--- src/rtl/centroid_track_table_assert.svh ---
// ----------------------------------------------------------------------------
// centroid track table assertion macros
// shared property forms used by the track table checks
// ----------------------------------------------------------------------------
`ifndef CENTROID_TRACK_TABLE_ASSERT_SVH
`define CENTROID_TRACK_TABLE_ASSERT_SVH

// same-cycle implication
`define CTT_ASSERT_IMP(label, clk, rst_n, ante, cons) \
    label: assert property (@(posedge clk) disable iff (!rst_n) (ante) |-> (cons)) \
        else $error("track table check failed");

// next-cycle implication
`define CTT_ASSERT_NXT(label, clk, rst_n, ante, cons) \
    label: assert property (@(posedge clk) disable iff (!rst_n) (ante) |=> (cons)) \
        else $error("track table check failed");

`endif

--- src/rtl/ctt_pkg.sv ---
// ----------------------------------------------------------------------------
// ctt_pkg
// constants shared by the centroid track table modules
// ----------------------------------------------------------------------------
package ctt_pkg;
    localparam int NUM_W   = 32;
    localparam int MISS_W  = 8;
    localparam int CFG_IDX_W  = 8;
    localparam int CFG_DATA_W = 16;

    localparam logic [CFG_IDX_W-1:0] CFG_MAX_DISTANCE = 8'd0;
    localparam logic [CFG_IDX_W-1:0] CFG_LOST_LIMIT   = 8'd1;

    localparam logic [MISS_W-1:0] LOST_LIMIT_RST = 8'd50;
    localparam logic [MISS_W-1:0] MISS_SAT       = 8'hFF;

    localparam logic KIND_BOX   = 1'b0;
    localparam logic KIND_FRAME = 1'b1;
endpackage

--- src/rtl/ctt_if.sv ---
// ----------------------------------------------------------------------------
// ctt channel interfaces
// detection input, result output and register write channels
// ----------------------------------------------------------------------------
interface ctt_in_if;
    logic        valid;
    logic        ready;
    logic        kind;
    logic [11:0] box_x;
    logic [11:0] box_y;
    logic [11:0] box_w;
    logic [11:0] box_h;
    modport source (output valid, kind, box_x, box_y, box_w, box_h, input ready);
    modport sink   (input valid, kind, box_x, box_y, box_w, box_h, output ready);
endinterface

interface ctt_out_if;
    logic        valid;
    logic        ready;
    logic        result_kind;
    logic [31:0] track_number;
    logic [4:0]  table_position;
    logic        is_new;
    logic        dropped;
    logic [5:0]  live_count;
    logic [5:0]  removed_count;
    modport source (output valid, result_kind, track_number, table_position, is_new,
                    dropped, live_count, removed_count, input ready);
    modport sink   (input valid, result_kind, track_number, table_position, is_new,
                    dropped, live_count, removed_count, output ready);
endinterface

interface ctt_cfg_if;
    logic        valid;
    logic        ready;
    logic [7:0]  index;
    logic [15:0] data;
    modport source (output valid, index, data, input ready);
    modport sink   (input valid, index, data, output ready);
endinterface

--- src/rtl/ctt_mem.sv ---
// ----------------------------------------------------------------------------
// ctt_mem
// single write port, single read port entry memory, registered read
// ----------------------------------------------------------------------------
module ctt_mem #(
    parameter int DEPTH = 32,
    parameter int WIDTH = 88,
    parameter int AW    = 5
) (
    input  logic             i_clk,
    input  logic             i_rd_en,
    input  logic [AW-1:0]    i_rd_addr,
    output logic [WIDTH-1:0] o_rd_data,
    input  logic             i_wr_en,
    input  logic [AW-1:0]    i_wr_addr,
    input  logic [WIDTH-1:0] i_wr_data
);
    logic [WIDTH-1:0] r_mem [DEPTH];
    logic [WIDTH-1:0] r_rd_data;

    always_ff @(posedge i_clk) begin
        if (i_wr_en) begin
            r_mem[i_wr_addr] <= i_wr_data;
        end
        if (i_rd_en) begin
            r_rd_data <= r_mem[i_rd_addr];
        end
    end

    assign o_rd_data = r_rd_data;
endmodule

--- src/rtl/ctt_dist.sv ---
// ----------------------------------------------------------------------------
// ctt_dist
// three stage centre distance check: difference, square, sum and compare
// ----------------------------------------------------------------------------
module ctt_dist
    import ctt_pkg::*;
#(
    parameter int CB = 12,
    parameter int AW = 5
) (
    input  logic            i_clk,
    input  logic            i_rst_n,
    input  logic            i_vld,
    input  logic [4*CB-1:0] i_entry_box,
    input  logic [4*CB-1:0] i_det_box,
    input  logic [AW-1:0]   i_idx,
    input  logic [NUM_W-1:0] i_num,
    input  logic [31:0]     i_md_sq,
    output logic            o_vld,
    output logic            o_hit,
    output logic [AW-1:0]   o_idx,
    output logic [NUM_W-1:0] o_num,
    output logic            o_busy
);
    localparam int CW   = CB + 1;
    localparam int SQW  = 2 * CW;
    localparam int SUMW = SQW + 1;
    localparam int CMPW = (SUMW > 32) ? SUMW : 32;

    logic [CW-1:0] ex, ey, dx_c, dy_c, a_cx, a_cy;
    logic [CW-1:0] r_dx, r_dy;
    logic [SQW-1:0] r_sx, r_sy;
    logic [SUMW-1:0] sum;
    logic r_v1, r_v2, r_v3, r_hit;
    logic [AW-1:0] r_i1, r_i2, r_i3;
    logic [NUM_W-1:0] r_n1, r_n2, r_n3;

    // box layout: x, y, w, h from the top
    always_comb begin
        ex   = CW'(i_entry_box[4*CB-1 -: CB]) + CW'(i_entry_box[2*CB-1 -: CB] >> 1);
        ey   = CW'(i_entry_box[3*CB-1 -: CB]) + CW'(i_entry_box[CB-1 -: CB] >> 1);
        a_cx = CW'(i_det_box[4*CB-1 -: CB]) + CW'(i_det_box[2*CB-1 -: CB] >> 1);
        a_cy = CW'(i_det_box[3*CB-1 -: CB]) + CW'(i_det_box[CB-1 -: CB] >> 1);
        dx_c = (ex > a_cx) ? ex - a_cx : a_cx - ex;
        dy_c = (ey > a_cy) ? ey - a_cy : a_cy - ey;
        sum  = SUMW'(r_sx) + SUMW'(r_sy);
    end

    always_ff @(posedge i_clk) begin
        if (!i_rst_n) begin
            r_v1 <= 1'b0;
            r_v2 <= 1'b0;
            r_v3 <= 1'b0;
        end else begin
            r_v1 <= i_vld;
            r_v2 <= r_v1;
            r_v3 <= r_v2;
        end
        r_dx  <= dx_c;
        r_dy  <= dy_c;
        r_i1  <= i_idx;
        r_n1  <= i_num;
        r_sx  <= SQW'(r_dx) * SQW'(r_dx);
        r_sy  <= SQW'(r_dy) * SQW'(r_dy);
        r_i2  <= r_i1;
        r_n2  <= r_n1;
        r_hit <= CMPW'(sum) <= CMPW'(i_md_sq);
        r_i3  <= r_i2;
        r_n3  <= r_n2;
    end

    assign o_vld  = r_v3;
    assign o_hit  = r_hit;
    assign o_idx  = r_i3;
    assign o_num  = r_n3;
    assign o_busy = r_v1 | r_v2 | r_v3;
endmodule

--- src/rtl/centroid_track_table.sv ---
// ----------------------------------------------------------------------------
// centroid_track_table
// ordered table of tracked boxes matched by squared centre distance
// ----------------------------------------------------------------------------
//  channel   direction  contents
//  i_in      in         kind, box_x, box_y, box_w, box_h
//  o_out     out        result_kind, track_number, table_position, is_new,
//                       dropped, live_count, removed_count
//  i_cfg     in         index (0 max_distance, 1 lost_limit), data
//
//  a detection does one entry memory read per cycle until a hit is found,
//  feeding a three stage distance pipeline, which then drains
//  a frame end does one read per entry and one compacting write per surviving entry
//  reset is synchronous; the table comes up empty and needs no clearing pass
//  a result waits in the output register while the next item is worked on;
//  the block stalls only when a second result is ready before the first left
module centroid_track_table
    import ctt_pkg::*;
#(
    parameter int MAX_TRACKS = 32,
    parameter int COORD_BITS = 12
) (
    input  logic   i_clk,
    input  logic   i_rst_n,
    ctt_in_if.sink    i_in,
    ctt_out_if.source o_out,
    ctt_cfg_if.sink   i_cfg
);
    `include "centroid_track_table_assert.svh"

    localparam int IDXW  = (MAX_TRACKS > 1) ? $clog2(MAX_TRACKS) : 1;
    localparam int CNTW  = $clog2(MAX_TRACKS + 1);
    localparam int BOXW  = 4 * COORD_BITS;
    localparam int WORDW = BOXW + NUM_W + MISS_W;

    typedef enum logic [1:0] {S_IDLE, S_SCAN, S_FRAME, S_DONE} t_state;

    t_state r_state;
    logic [CNTW-1:0] r_live, r_rd_idx, r_keep, r_removed;
    logic [MAX_TRACKS-1:0] r_upd;
    logic [NUM_W-1:0] r_next;
    logic [31:0] r_md_sq;
    logic [MISS_W-1:0] r_lost;
    logic [BOXW-1:0] r_box;
    logic r_p0_vld;
    logic [IDXW-1:0] r_p0_idx;
    logic r_found;
    logic [IDXW-1:0] r_hit_idx;
    logic [NUM_W-1:0] r_hit_num;

    // pending result and output register
    logic r_res_kind, r_res_new, r_res_drop;
    logic [NUM_W-1:0] r_res_num;
    logic [IDXW-1:0] r_res_pos;
    logic [CNTW-1:0] r_res_live, r_res_rem;
    logic r_out_vld, r_out_kind, r_out_new, r_out_drop;
    logic [NUM_W-1:0] r_out_num;
    logic [IDXW-1:0] r_out_pos;
    logic [CNTW-1:0] r_out_live, r_out_rem;

    // memory ports
    logic mem_rd_en, mem_wr_en;
    logic [IDXW-1:0] mem_rd_addr, mem_wr_addr;
    logic [WORDW-1:0] mem_rd_data, mem_wr_data;

    // distance pipeline
    logic d_vld, d_hit, d_busy;
    logic [IDXW-1:0] d_idx;
    logic [NUM_W-1:0] d_num;

    // frame end evaluation of the entry just read
    logic [MISS_W-1:0] old_miss, new_miss, limit;
    logic gone, scan_end, frame_end, room, out_free;

    assign out_free = !r_out_vld || o_out.ready;
    assign room     = r_live < CNTW'(MAX_TRACKS);
    assign scan_end = (r_found || r_rd_idx == r_live) && !r_p0_vld && !d_busy;
    assign frame_end = (r_rd_idx == r_live) && !r_p0_vld;

    always_comb begin
        limit    = (r_lost == '0) ? MISS_W'(1) : r_lost;
        old_miss = mem_rd_data[MISS_W-1:0];
        new_miss = (!r_upd[r_p0_idx] && old_miss != MISS_SAT) ? old_miss + 1'b1 : old_miss;
        gone     = new_miss >= limit;
    end

    always_comb begin
        mem_rd_en   = 1'b0;
        mem_rd_addr = r_rd_idx[IDXW-1:0];
        mem_wr_en   = 1'b0;
        mem_wr_addr = r_keep[IDXW-1:0];
        mem_wr_data = {mem_rd_data[WORDW-1:MISS_W], new_miss};
        case (r_state)
            S_SCAN: begin
                mem_rd_en = (r_rd_idx < r_live) && !r_found;
                if (scan_end) begin
                    if (r_found) begin
                        mem_wr_en   = 1'b1;
                        mem_wr_addr = r_hit_idx;
                        mem_wr_data = {r_box, r_hit_num, MISS_W'(0)};
                    end else if (room) begin
                        mem_wr_en   = 1'b1;
                        mem_wr_addr = r_live[IDXW-1:0];
                        mem_wr_data = {r_box, r_next + 1'b1, MISS_W'(0)};
                    end
                end
            end
            S_FRAME: begin
                mem_rd_en = r_rd_idx < r_live;
                mem_wr_en = r_p0_vld && !gone;
            end
            default: begin
                mem_rd_en = 1'b0;
            end
        endcase
    end

    ctt_mem #(.DEPTH(MAX_TRACKS), .WIDTH(WORDW), .AW(IDXW)) u_mem (
        .i_clk     (i_clk),
        .i_rd_en   (mem_rd_en),
        .i_rd_addr (mem_rd_addr),
        .o_rd_data (mem_rd_data),
        .i_wr_en   (mem_wr_en),
        .i_wr_addr (mem_wr_addr),
        .i_wr_data (mem_wr_data)
    );

    ctt_dist #(.CB(COORD_BITS), .AW(IDXW)) u_dist (
        .i_clk       (i_clk),
        .i_rst_n     (i_rst_n),
        .i_vld       (r_p0_vld && r_state == S_SCAN),
        .i_entry_box (mem_rd_data[WORDW-1 -: BOXW]),
        .i_det_box   (r_box),
        .i_idx       (r_p0_idx),
        .i_num       (mem_rd_data[MISS_W +: NUM_W]),
        .i_md_sq     (r_md_sq),
        .o_vld       (d_vld),
        .o_hit       (d_hit),
        .o_idx       (d_idx),
        .o_num       (d_num),
        .o_busy      (d_busy)
    );

    always_ff @(posedge i_clk) begin
        if (!i_rst_n) begin
            r_state   <= S_IDLE;
            r_live    <= '0;
            r_upd     <= '0;
            r_next    <= '0;
            r_md_sq   <= '0;
            r_lost    <= LOST_LIMIT_RST;
            r_p0_vld  <= 1'b0;
            r_found   <= 1'b0;
            r_out_vld <= 1'b0;
            r_rd_idx  <= '0;
            r_keep    <= '0;
            r_removed <= '0;
        end else begin
            // register writes, taken at any time
            if (i_cfg.valid) begin
                if (i_cfg.index == CFG_MAX_DISTANCE) begin
                    r_md_sq <= 32'(i_cfg.data) * 32'(i_cfg.data);
                end else if (i_cfg.index == CFG_LOST_LIMIT) begin
                    r_lost <= i_cfg.data[MISS_W-1:0];
                end
            end

            // read issued this cycle shows up as data next cycle
            r_p0_vld <= mem_rd_en;
            r_p0_idx <= mem_rd_addr;
            if (mem_rd_en) begin
                r_rd_idx <= r_rd_idx + 1'b1;
            end

            if (o_out.ready) begin
                r_out_vld <= 1'b0;
            end

            case (r_state)
                S_IDLE: begin
                    if (i_in.valid) begin
                        r_box     <= {i_in.box_x[COORD_BITS-1:0], i_in.box_y[COORD_BITS-1:0],
                                      i_in.box_w[COORD_BITS-1:0], i_in.box_h[COORD_BITS-1:0]};
                        r_rd_idx  <= '0;
                        r_keep    <= '0;
                        r_removed <= '0;
                        r_found   <= 1'b0;
                        r_state   <= (i_in.kind == KIND_FRAME) ? S_FRAME : S_SCAN;
                    end
                end
                S_SCAN: begin
                    // first hit in table order wins, later ones drain unused
                    if (d_vld && d_hit && !r_found) begin
                        r_found   <= 1'b1;
                        r_hit_idx <= d_idx;
                        r_hit_num <= d_num;
                    end
                    if (scan_end) begin
                        r_res_kind <= KIND_BOX;
                        r_res_rem  <= '0;
                        if (r_found) begin
                            r_upd[r_hit_idx] <= 1'b1;
                            r_res_num  <= r_hit_num;
                            r_res_pos  <= r_hit_idx;
                            r_res_new  <= 1'b0;
                            r_res_drop <= 1'b0;
                            r_res_live <= r_live;
                        end else if (room) begin
                            r_upd[r_live[IDXW-1:0]] <= 1'b1;
                            r_next     <= r_next + 1'b1;
                            r_live     <= r_live + 1'b1;
                            r_res_num  <= r_next + 1'b1;
                            r_res_pos  <= r_live[IDXW-1:0];
                            r_res_new  <= 1'b1;
                            r_res_drop <= 1'b0;
                            r_res_live <= r_live + 1'b1;
                        end else begin
                            r_res_num  <= '0;
                            r_res_pos  <= '0;
                            r_res_new  <= 1'b0;
                            r_res_drop <= 1'b1;
                            r_res_live <= r_live;
                        end
                        r_state <= S_DONE;
                    end
                end
                S_FRAME: begin
                    // survivors are written down to the compacted position
                    if (r_p0_vld) begin
                        if (gone) begin
                            r_removed <= r_removed + 1'b1;
                        end else begin
                            r_keep <= r_keep + 1'b1;
                        end
                    end
                    if (frame_end) begin
                        r_upd      <= '0;
                        r_live     <= r_keep;
                        r_res_kind <= KIND_FRAME;
                        r_res_num  <= '0;
                        r_res_pos  <= '0;
                        r_res_new  <= 1'b0;
                        r_res_drop <= 1'b0;
                        r_res_live <= r_keep;
                        r_res_rem  <= r_removed;
                        r_state    <= S_DONE;
                    end
                end
                S_DONE: begin
                    if (out_free) begin
                        r_out_vld  <= 1'b1;
                        r_out_kind <= r_res_kind;
                        r_out_num  <= r_res_num;
                        r_out_pos  <= r_res_pos;
                        r_out_new  <= r_res_new;
                        r_out_drop <= r_res_drop;
                        r_out_live <= r_res_live;
                        r_out_rem  <= r_res_rem;
                        r_state    <= S_IDLE;
                    end
                end
                default: begin
                    r_state <= S_IDLE;
                end
            endcase
        end
    end

    assign i_in.ready  = (r_state == S_IDLE);
    assign i_cfg.ready = 1'b1;

    assign o_out.valid          = r_out_vld;
    assign o_out.result_kind    = r_out_kind;
    assign o_out.track_number   = r_out_num;
    assign o_out.table_position = 5'(r_out_pos);
    assign o_out.is_new         = r_out_new;
    assign o_out.dropped        = r_out_drop;
    assign o_out.live_count     = 6'(r_out_live);
    assign o_out.removed_count  = 6'(r_out_rem);

    // table never holds more than its capacity
    `CTT_ASSERT_IMP(a_live_bound, i_clk, i_rst_n, 1'b1, r_live <= CNTW'(MAX_TRACKS))
    // a drop is only reported when the table is full
    `CTT_ASSERT_IMP(a_drop_full, i_clk, i_rst_n, r_out_vld && r_out_drop,
        r_out_live == CNTW'(MAX_TRACKS))
    // distance pipeline is drained whenever a new item can enter
    `CTT_ASSERT_IMP(a_idle_drained, i_clk, i_rst_n, r_state == S_IDLE, !d_busy && !r_p0_vld)
    // frame end leaves no updated marks behind
    `CTT_ASSERT_NXT(a_frame_clear, i_clk, i_rst_n, r_state == S_FRAME && frame_end,
        r_upd == '0)
endmodule

--- src/flat_wrapper.sv ---
// flat-port wrapper written by rule: the top's interface ports become plain ports
module centroid_track_table_flat import ctt_pkg::*;
#(
    parameter int MAX_TRACKS = 32,
    parameter int COORD_BITS = 12
)
  (i_clk, i_rst_n, i_in_valid, i_in_kind, i_in_box_x, i_in_box_y, i_in_box_w, i_in_box_h, i_in_ready, o_out_valid, o_out_result_kind, o_out_track_number, o_out_table_position, o_out_is_new, o_out_dropped, o_out_live_count, o_out_removed_count, o_out_ready, i_cfg_valid, i_cfg_index, i_cfg_data, i_cfg_ready);
  ctt_in_if i_in_i ();
  ctt_out_if o_out_i ();
  ctt_cfg_if i_cfg_i ();
  input  logic i_clk;
  input  logic i_rst_n;
  input wire logic [$bits(i_in_i.valid)-1:0] i_in_valid;
  input wire logic [$bits(i_in_i.kind)-1:0] i_in_kind;
  input wire logic [$bits(i_in_i.box_x)-1:0] i_in_box_x;
  input wire logic [$bits(i_in_i.box_y)-1:0] i_in_box_y;
  input wire logic [$bits(i_in_i.box_w)-1:0] i_in_box_w;
  input wire logic [$bits(i_in_i.box_h)-1:0] i_in_box_h;
  output wire logic [$bits(i_in_i.ready)-1:0] i_in_ready;
  output wire logic [$bits(o_out_i.valid)-1:0] o_out_valid;
  output wire logic [$bits(o_out_i.result_kind)-1:0] o_out_result_kind;
  output wire logic [$bits(o_out_i.track_number)-1:0] o_out_track_number;
  output wire logic [$bits(o_out_i.table_position)-1:0] o_out_table_position;
  output wire logic [$bits(o_out_i.is_new)-1:0] o_out_is_new;
  output wire logic [$bits(o_out_i.dropped)-1:0] o_out_dropped;
  output wire logic [$bits(o_out_i.live_count)-1:0] o_out_live_count;
  output wire logic [$bits(o_out_i.removed_count)-1:0] o_out_removed_count;
  input wire logic [$bits(o_out_i.ready)-1:0] o_out_ready;
  input wire logic [$bits(i_cfg_i.valid)-1:0] i_cfg_valid;
  input wire logic [$bits(i_cfg_i.index)-1:0] i_cfg_index;
  input wire logic [$bits(i_cfg_i.data)-1:0] i_cfg_data;
  output wire logic [$bits(i_cfg_i.ready)-1:0] i_cfg_ready;
  assign i_in_i.valid = i_in_valid;
  assign i_in_i.kind = i_in_kind;
  assign i_in_i.box_x = i_in_box_x;
  assign i_in_i.box_y = i_in_box_y;
  assign i_in_i.box_w = i_in_box_w;
  assign i_in_i.box_h = i_in_box_h;
  assign i_in_ready = i_in_i.ready;
  assign o_out_valid = o_out_i.valid;
  assign o_out_result_kind = o_out_i.result_kind;
  assign o_out_track_number = o_out_i.track_number;
  assign o_out_table_position = o_out_i.table_position;
  assign o_out_is_new = o_out_i.is_new;
  assign o_out_dropped = o_out_i.dropped;
  assign o_out_live_count = o_out_i.live_count;
  assign o_out_removed_count = o_out_i.removed_count;
  assign o_out_i.ready = o_out_ready;
  assign i_cfg_i.valid = i_cfg_valid;
  assign i_cfg_i.index = i_cfg_index;
  assign i_cfg_i.data = i_cfg_data;
  assign i_cfg_ready = i_cfg_i.ready;
  centroid_track_table #(.MAX_TRACKS(MAX_TRACKS), .COORD_BITS(COORD_BITS)) u_core (.i_clk(i_clk), .i_rst_n(i_rst_n), .i_in(i_in_i), .o_out(o_out_i), .i_cfg(i_cfg_i));
endmodule
--- config.mk ---
export PLATFORM = sky130hd
export DESIGN_NAME = centroid_track_table_flat
export DESIGN_NICKNAME = d
export VERILOG_FILES = /design/src/rtl/ctt_pkg.sv /design/src/rtl/ctt_if.sv /design/src/rtl/ctt_mem.sv /design/src/rtl/ctt_dist.sv /design/src/rtl/centroid_track_table.sv /design/src/flat_wrapper.sv
export VERILOG_INCLUDE_DIRS = /design/src /design/src/rtl
export SDC_FILE = /design/constraint.sdc
export NUM_CORES = 2
export LEC_CHECK = 0
export BUFFER_PORTS_ARGS = -buffer_cell sky130_fd_sc_hd__clkbuf_2
export CORE_MARGIN = 2
export CORE_UTILIZATION = 40
export CTS_CLUSTER_SIZE = 14
export DETAILED_ROUTE_END_ITERATION = 8
export HOLD_SLACK_MARGIN = 0.02
export PLACE_DENSITY_LB_ADDON = 0.25
export SYNTH_ARGS = -nofsm -noshare
export SYNTH_HDL_FRONTEND = slang
export SYNTH_SLANG_ARGS = --single-unit
--- constraint.sdc ---
create_clock -name i_clk -period 10.1 [get_ports i_clk]
set_clock_uncertainty 0.1 [all_clocks]
set_input_delay 2.02 -clock i_clk [delete_from_list [all_inputs] [get_ports i_clk]]
set_output_delay 2.02 -clock i_clk [all_outputs]
set_load 0.01 [all_outputs]
==> results.md <==
* Synthesized area per cell at 17.5 µm²
* RSZ-0062 raised after global routing: no
* Total number of vias at 77300
* IO Port Bufs at 129
* Largest net degree at the start of global routing at 161
* Ys async rst share at 0%
* GR met3 Demand/Resource at 2.58%
* Syn nets at 9266
* CTS HTree Levels at 5
* Setup bufs post-CTS at 0
* Area of the multi-input gates at 46400 µm²
* Most Crowded Layer GR: met2
* Vias in the first global route at 79700
* Non-filler instance count after layout at 13800
* Top_reg_cell synth: edfxtp_1
* CTS Sinks at 3353
* Drt first pass iters at 6
* Worst-Margin Slew at 1.31 ns
* Cell Area, Synth at 147000 µm²
* Initial core utilization at 40.2%
* Layout net count at 9503
* Die width at 611 µm
* Clock Latency Late Sink at 0.94 ns
* Global Route Usage Sum at 20.1%
* Drt via density at 5.62
* Worst min path class: flip-flop to flip-flop
* Starting DRT DRC Count at 8221
* Synth cell types at 77
* Setup tns final at 0 ns
* Total CTS buffers at 343
* Total wire length at 378000 µm
* Core footprint at 366000 µm²
* Clk slew on worst S/H paths at 0.06 ns
* Overall die height at 611 µm
* CTS tree: yes
* # setup viols final at 0
* Fin crit period at 7.60 ns
* Maximum Capacitance Violations at 0
* CTS Hold Bufs at 0
* YS warnings at 0
* CP Class: primary input to flip-flop
* DP Cell Count at 13100
* Outcome: finished, final reports clean
* Final Core Density at 45.3%
* First-pass GRT wire length at 550000 µm
* Standard-cell rows at 222
* WP data required at 10.77 ns
* Drt wl/cell at 27.5 µm
* Hold Fails Final Rpt at 0
* Max Fclk at 132 MHz
* Final ANT Viol Nets at 0
* # resized after CTS at 0
* Critical Path AT at 8.26 ns
* Met2 Resource Use GR at 33.8%
* Final Max Tran Viols at 0
* Layout cell share with drive strength beyond 1 at 20.3%
* Syn Inst Count at 8420
* Drc violations at 0
* GRT overflow at 0
* Placer Congestion at 0.828
* Sequential area share after synthesis at 66.1%
* Clk root buf: clkbuf_16
* Layout area overhead at 12.5%
* M1 GR Usage at 27.6%
* Most frequent cells in the layout: edfxtp_1, mux4_2, inv_1
* Commonest non-fill, non-tap cell in the layout: edfxtp_1
* #FFs+latches synth at 3353
* Antenna violations before repair at 4
* Top Ports at 133
* Die Area at 373000 µm²
* Startpoint types: primary input
* Period utilisation layout at 75.2%
* CP endpoint kind: flip-flop
* Detailed placement HPWL at 203000 µm
* Slew HR at 12.5%
* FF+latch area at 97500 µm²
* Fillers at 31000
* Number of flops mapped to enable cells by yosys at 3030
* Critical-path maximum fanout at 13
* CTS max path bufs at 4
## cell families (layout without fill, tap and decap cells)
| family | Yosys count | after routing | synth area share, % |
|---|---|---|---|
| flip-flops | 3353 | 3353 | 66.1 |
| AND/OR/NAND/NOR | 1257 | 1257 | 3.93 |
| buffers and inverters | 1061 | 1579 | 2.71 |
| multiplexers | 989 | 989 | 14.2 |
| adder cells (fa/ha/maj) | 768 | 768 | 8.38 |
| AO/OA/AOI/OAI | 756 | 756 | 3.30 |
| XOR/XNOR | 234 | 234 | 1.39 |
| other | 2 | 4 | 0.00509 |
## flip-flops by register name (all words and copies together) (netlist names), 8 cells and up
name / count
u_core.u_dist.r_sy: 25
u_core.r_box: 46
u_core.u_mem.r_mem: 2752
u_core.r_upd: 32
u_core.r_lost: 8
u_core.r_res_num: 32
u_core.u_dist.o_num: 32
u_core.u_dist.r_dx: 13
u_core.r_hit_num: 32
u_core.u_dist.r_dy: 13
u_core.r_md_sq: 31
u_core.r_next: 32
u_core.u_dist.r_n2: 32
u_core.u_dist.r_n1: 32
u_core.u_dist.r_sx: 25
u_core.u_mem.o_rd_data: 86
u_core.o_out.track_number: 32
## synthesized netlist by cell type (12+ instances only)
cell,n,area [µm²]
edfxtp_1,3030,91000
mux4_2,870,19600
inv_1,694,2610
nand2_1,507,1900
ha_1,402,5030
fa_1,366,7330
dfxtp_1,323,6470
clkbuf_1,281,1050
nor2_1,268,1010
a21oi_1,236,1180
xnor2_1,152,1330
o21ai_0,125,626
and2_1,120,751
a21o_1,102,766
nand3_1,100,500
mux2_2,91,1020
xor2_1,82,718
buf_1,78,293
nor3_1,47,235
a22oi_1,42,315
nor2b_1,39,244
and3_1,34,213
o21bai_1,34,255
o22ai_1,34,213
nand4_1,32,200
o21a_1,29,218
or3_1,29,181
mux2i_1,27,270
a31oi_1,21,131
nand2b_1,20,125
nor4_1,17,106
a211oi_1,14,105
or2_2,13,81.3
o211ai_1,12,90.1
## path summary, 6_finish.rpt
kind	depth (start not counted)	slack [ns]	end	startpoint
worst min register to register	0	0.22	u_core.u_dist.o_num[0]$_DFF_P_	u_core.u_dist.r_n2[0]$_DFF_P_
worst max register to register	15	3.03	u_core.u_mem.r_mem[4][86]$_DFFE_PP_	u_core.r_p0_idx[0]$_DFFE_PP_
worst min-delay path	0	0.22	u_core.u_dist.o_num[0]$_DFF_P_	u_core.u_dist.r_n2[0]$_DFF_P_
worst max-delay path	22	2.50	u_core.r_md_sq[31]$_SDFFE_PN0P_	i_cfg_data[3]
## metal layers
layer / vias up / part of all wire, %
met5: - / 0
met2: 2653 / 49
met4: 0 / 2.7
li1: 32700 / -
met1: 41400 / 42
met3: 493 / 6.2
## critical path, cell delays in order
cell and delay (ns):
clkbuf_2 0.32, inv_1 0.27, nor2_1 0.30, ha_1 0.31
xor2_1 0.20, fa_1 0.54, inv_1 0.05, fa_1 0.48
fa_1 0.47, fa_1 0.53, inv_1 0.05, fa_1 0.48
inv_1 0.07, ha_1 0.37, a21o_1 0.21, a21o_1 0.17
a211o_1 0.29, a31oi_1 0.31, o21ai_0 0.25, a311oi_1 0.31
xnor2_1 0.17, a21oi_1 0.09
## through the flow
stage / setup slack, ns / area [µm²] / hold WS, ns
6_report: 2.50 / 166000 / 0.215
5_1_grt: 2.25 / 166000 / 0.221
4_1_cts: 2.53 / 166000 / 0.207
3_5_place_dp: 1.58 / 154000 / 0.212
3_3_place_gp: 1.64 / 154000 / 0.210
2_1_floorplan: 1.97 / 147000 / 0.210
## final cells by class
type	count	share of cell area [%]
inverter	697	1.58
clock buffer	427	5.54
antenna	2	0.00302
multi-input combinational	4006	28.0
timing repair buffer	256	1.19
tap	4816	3.63
clock inverter	199	1.31
sequential	3353	58.8
Power is not shown: default switching activity piles up to over one toggle a cycle in this logic, so the estimate is an artifact.
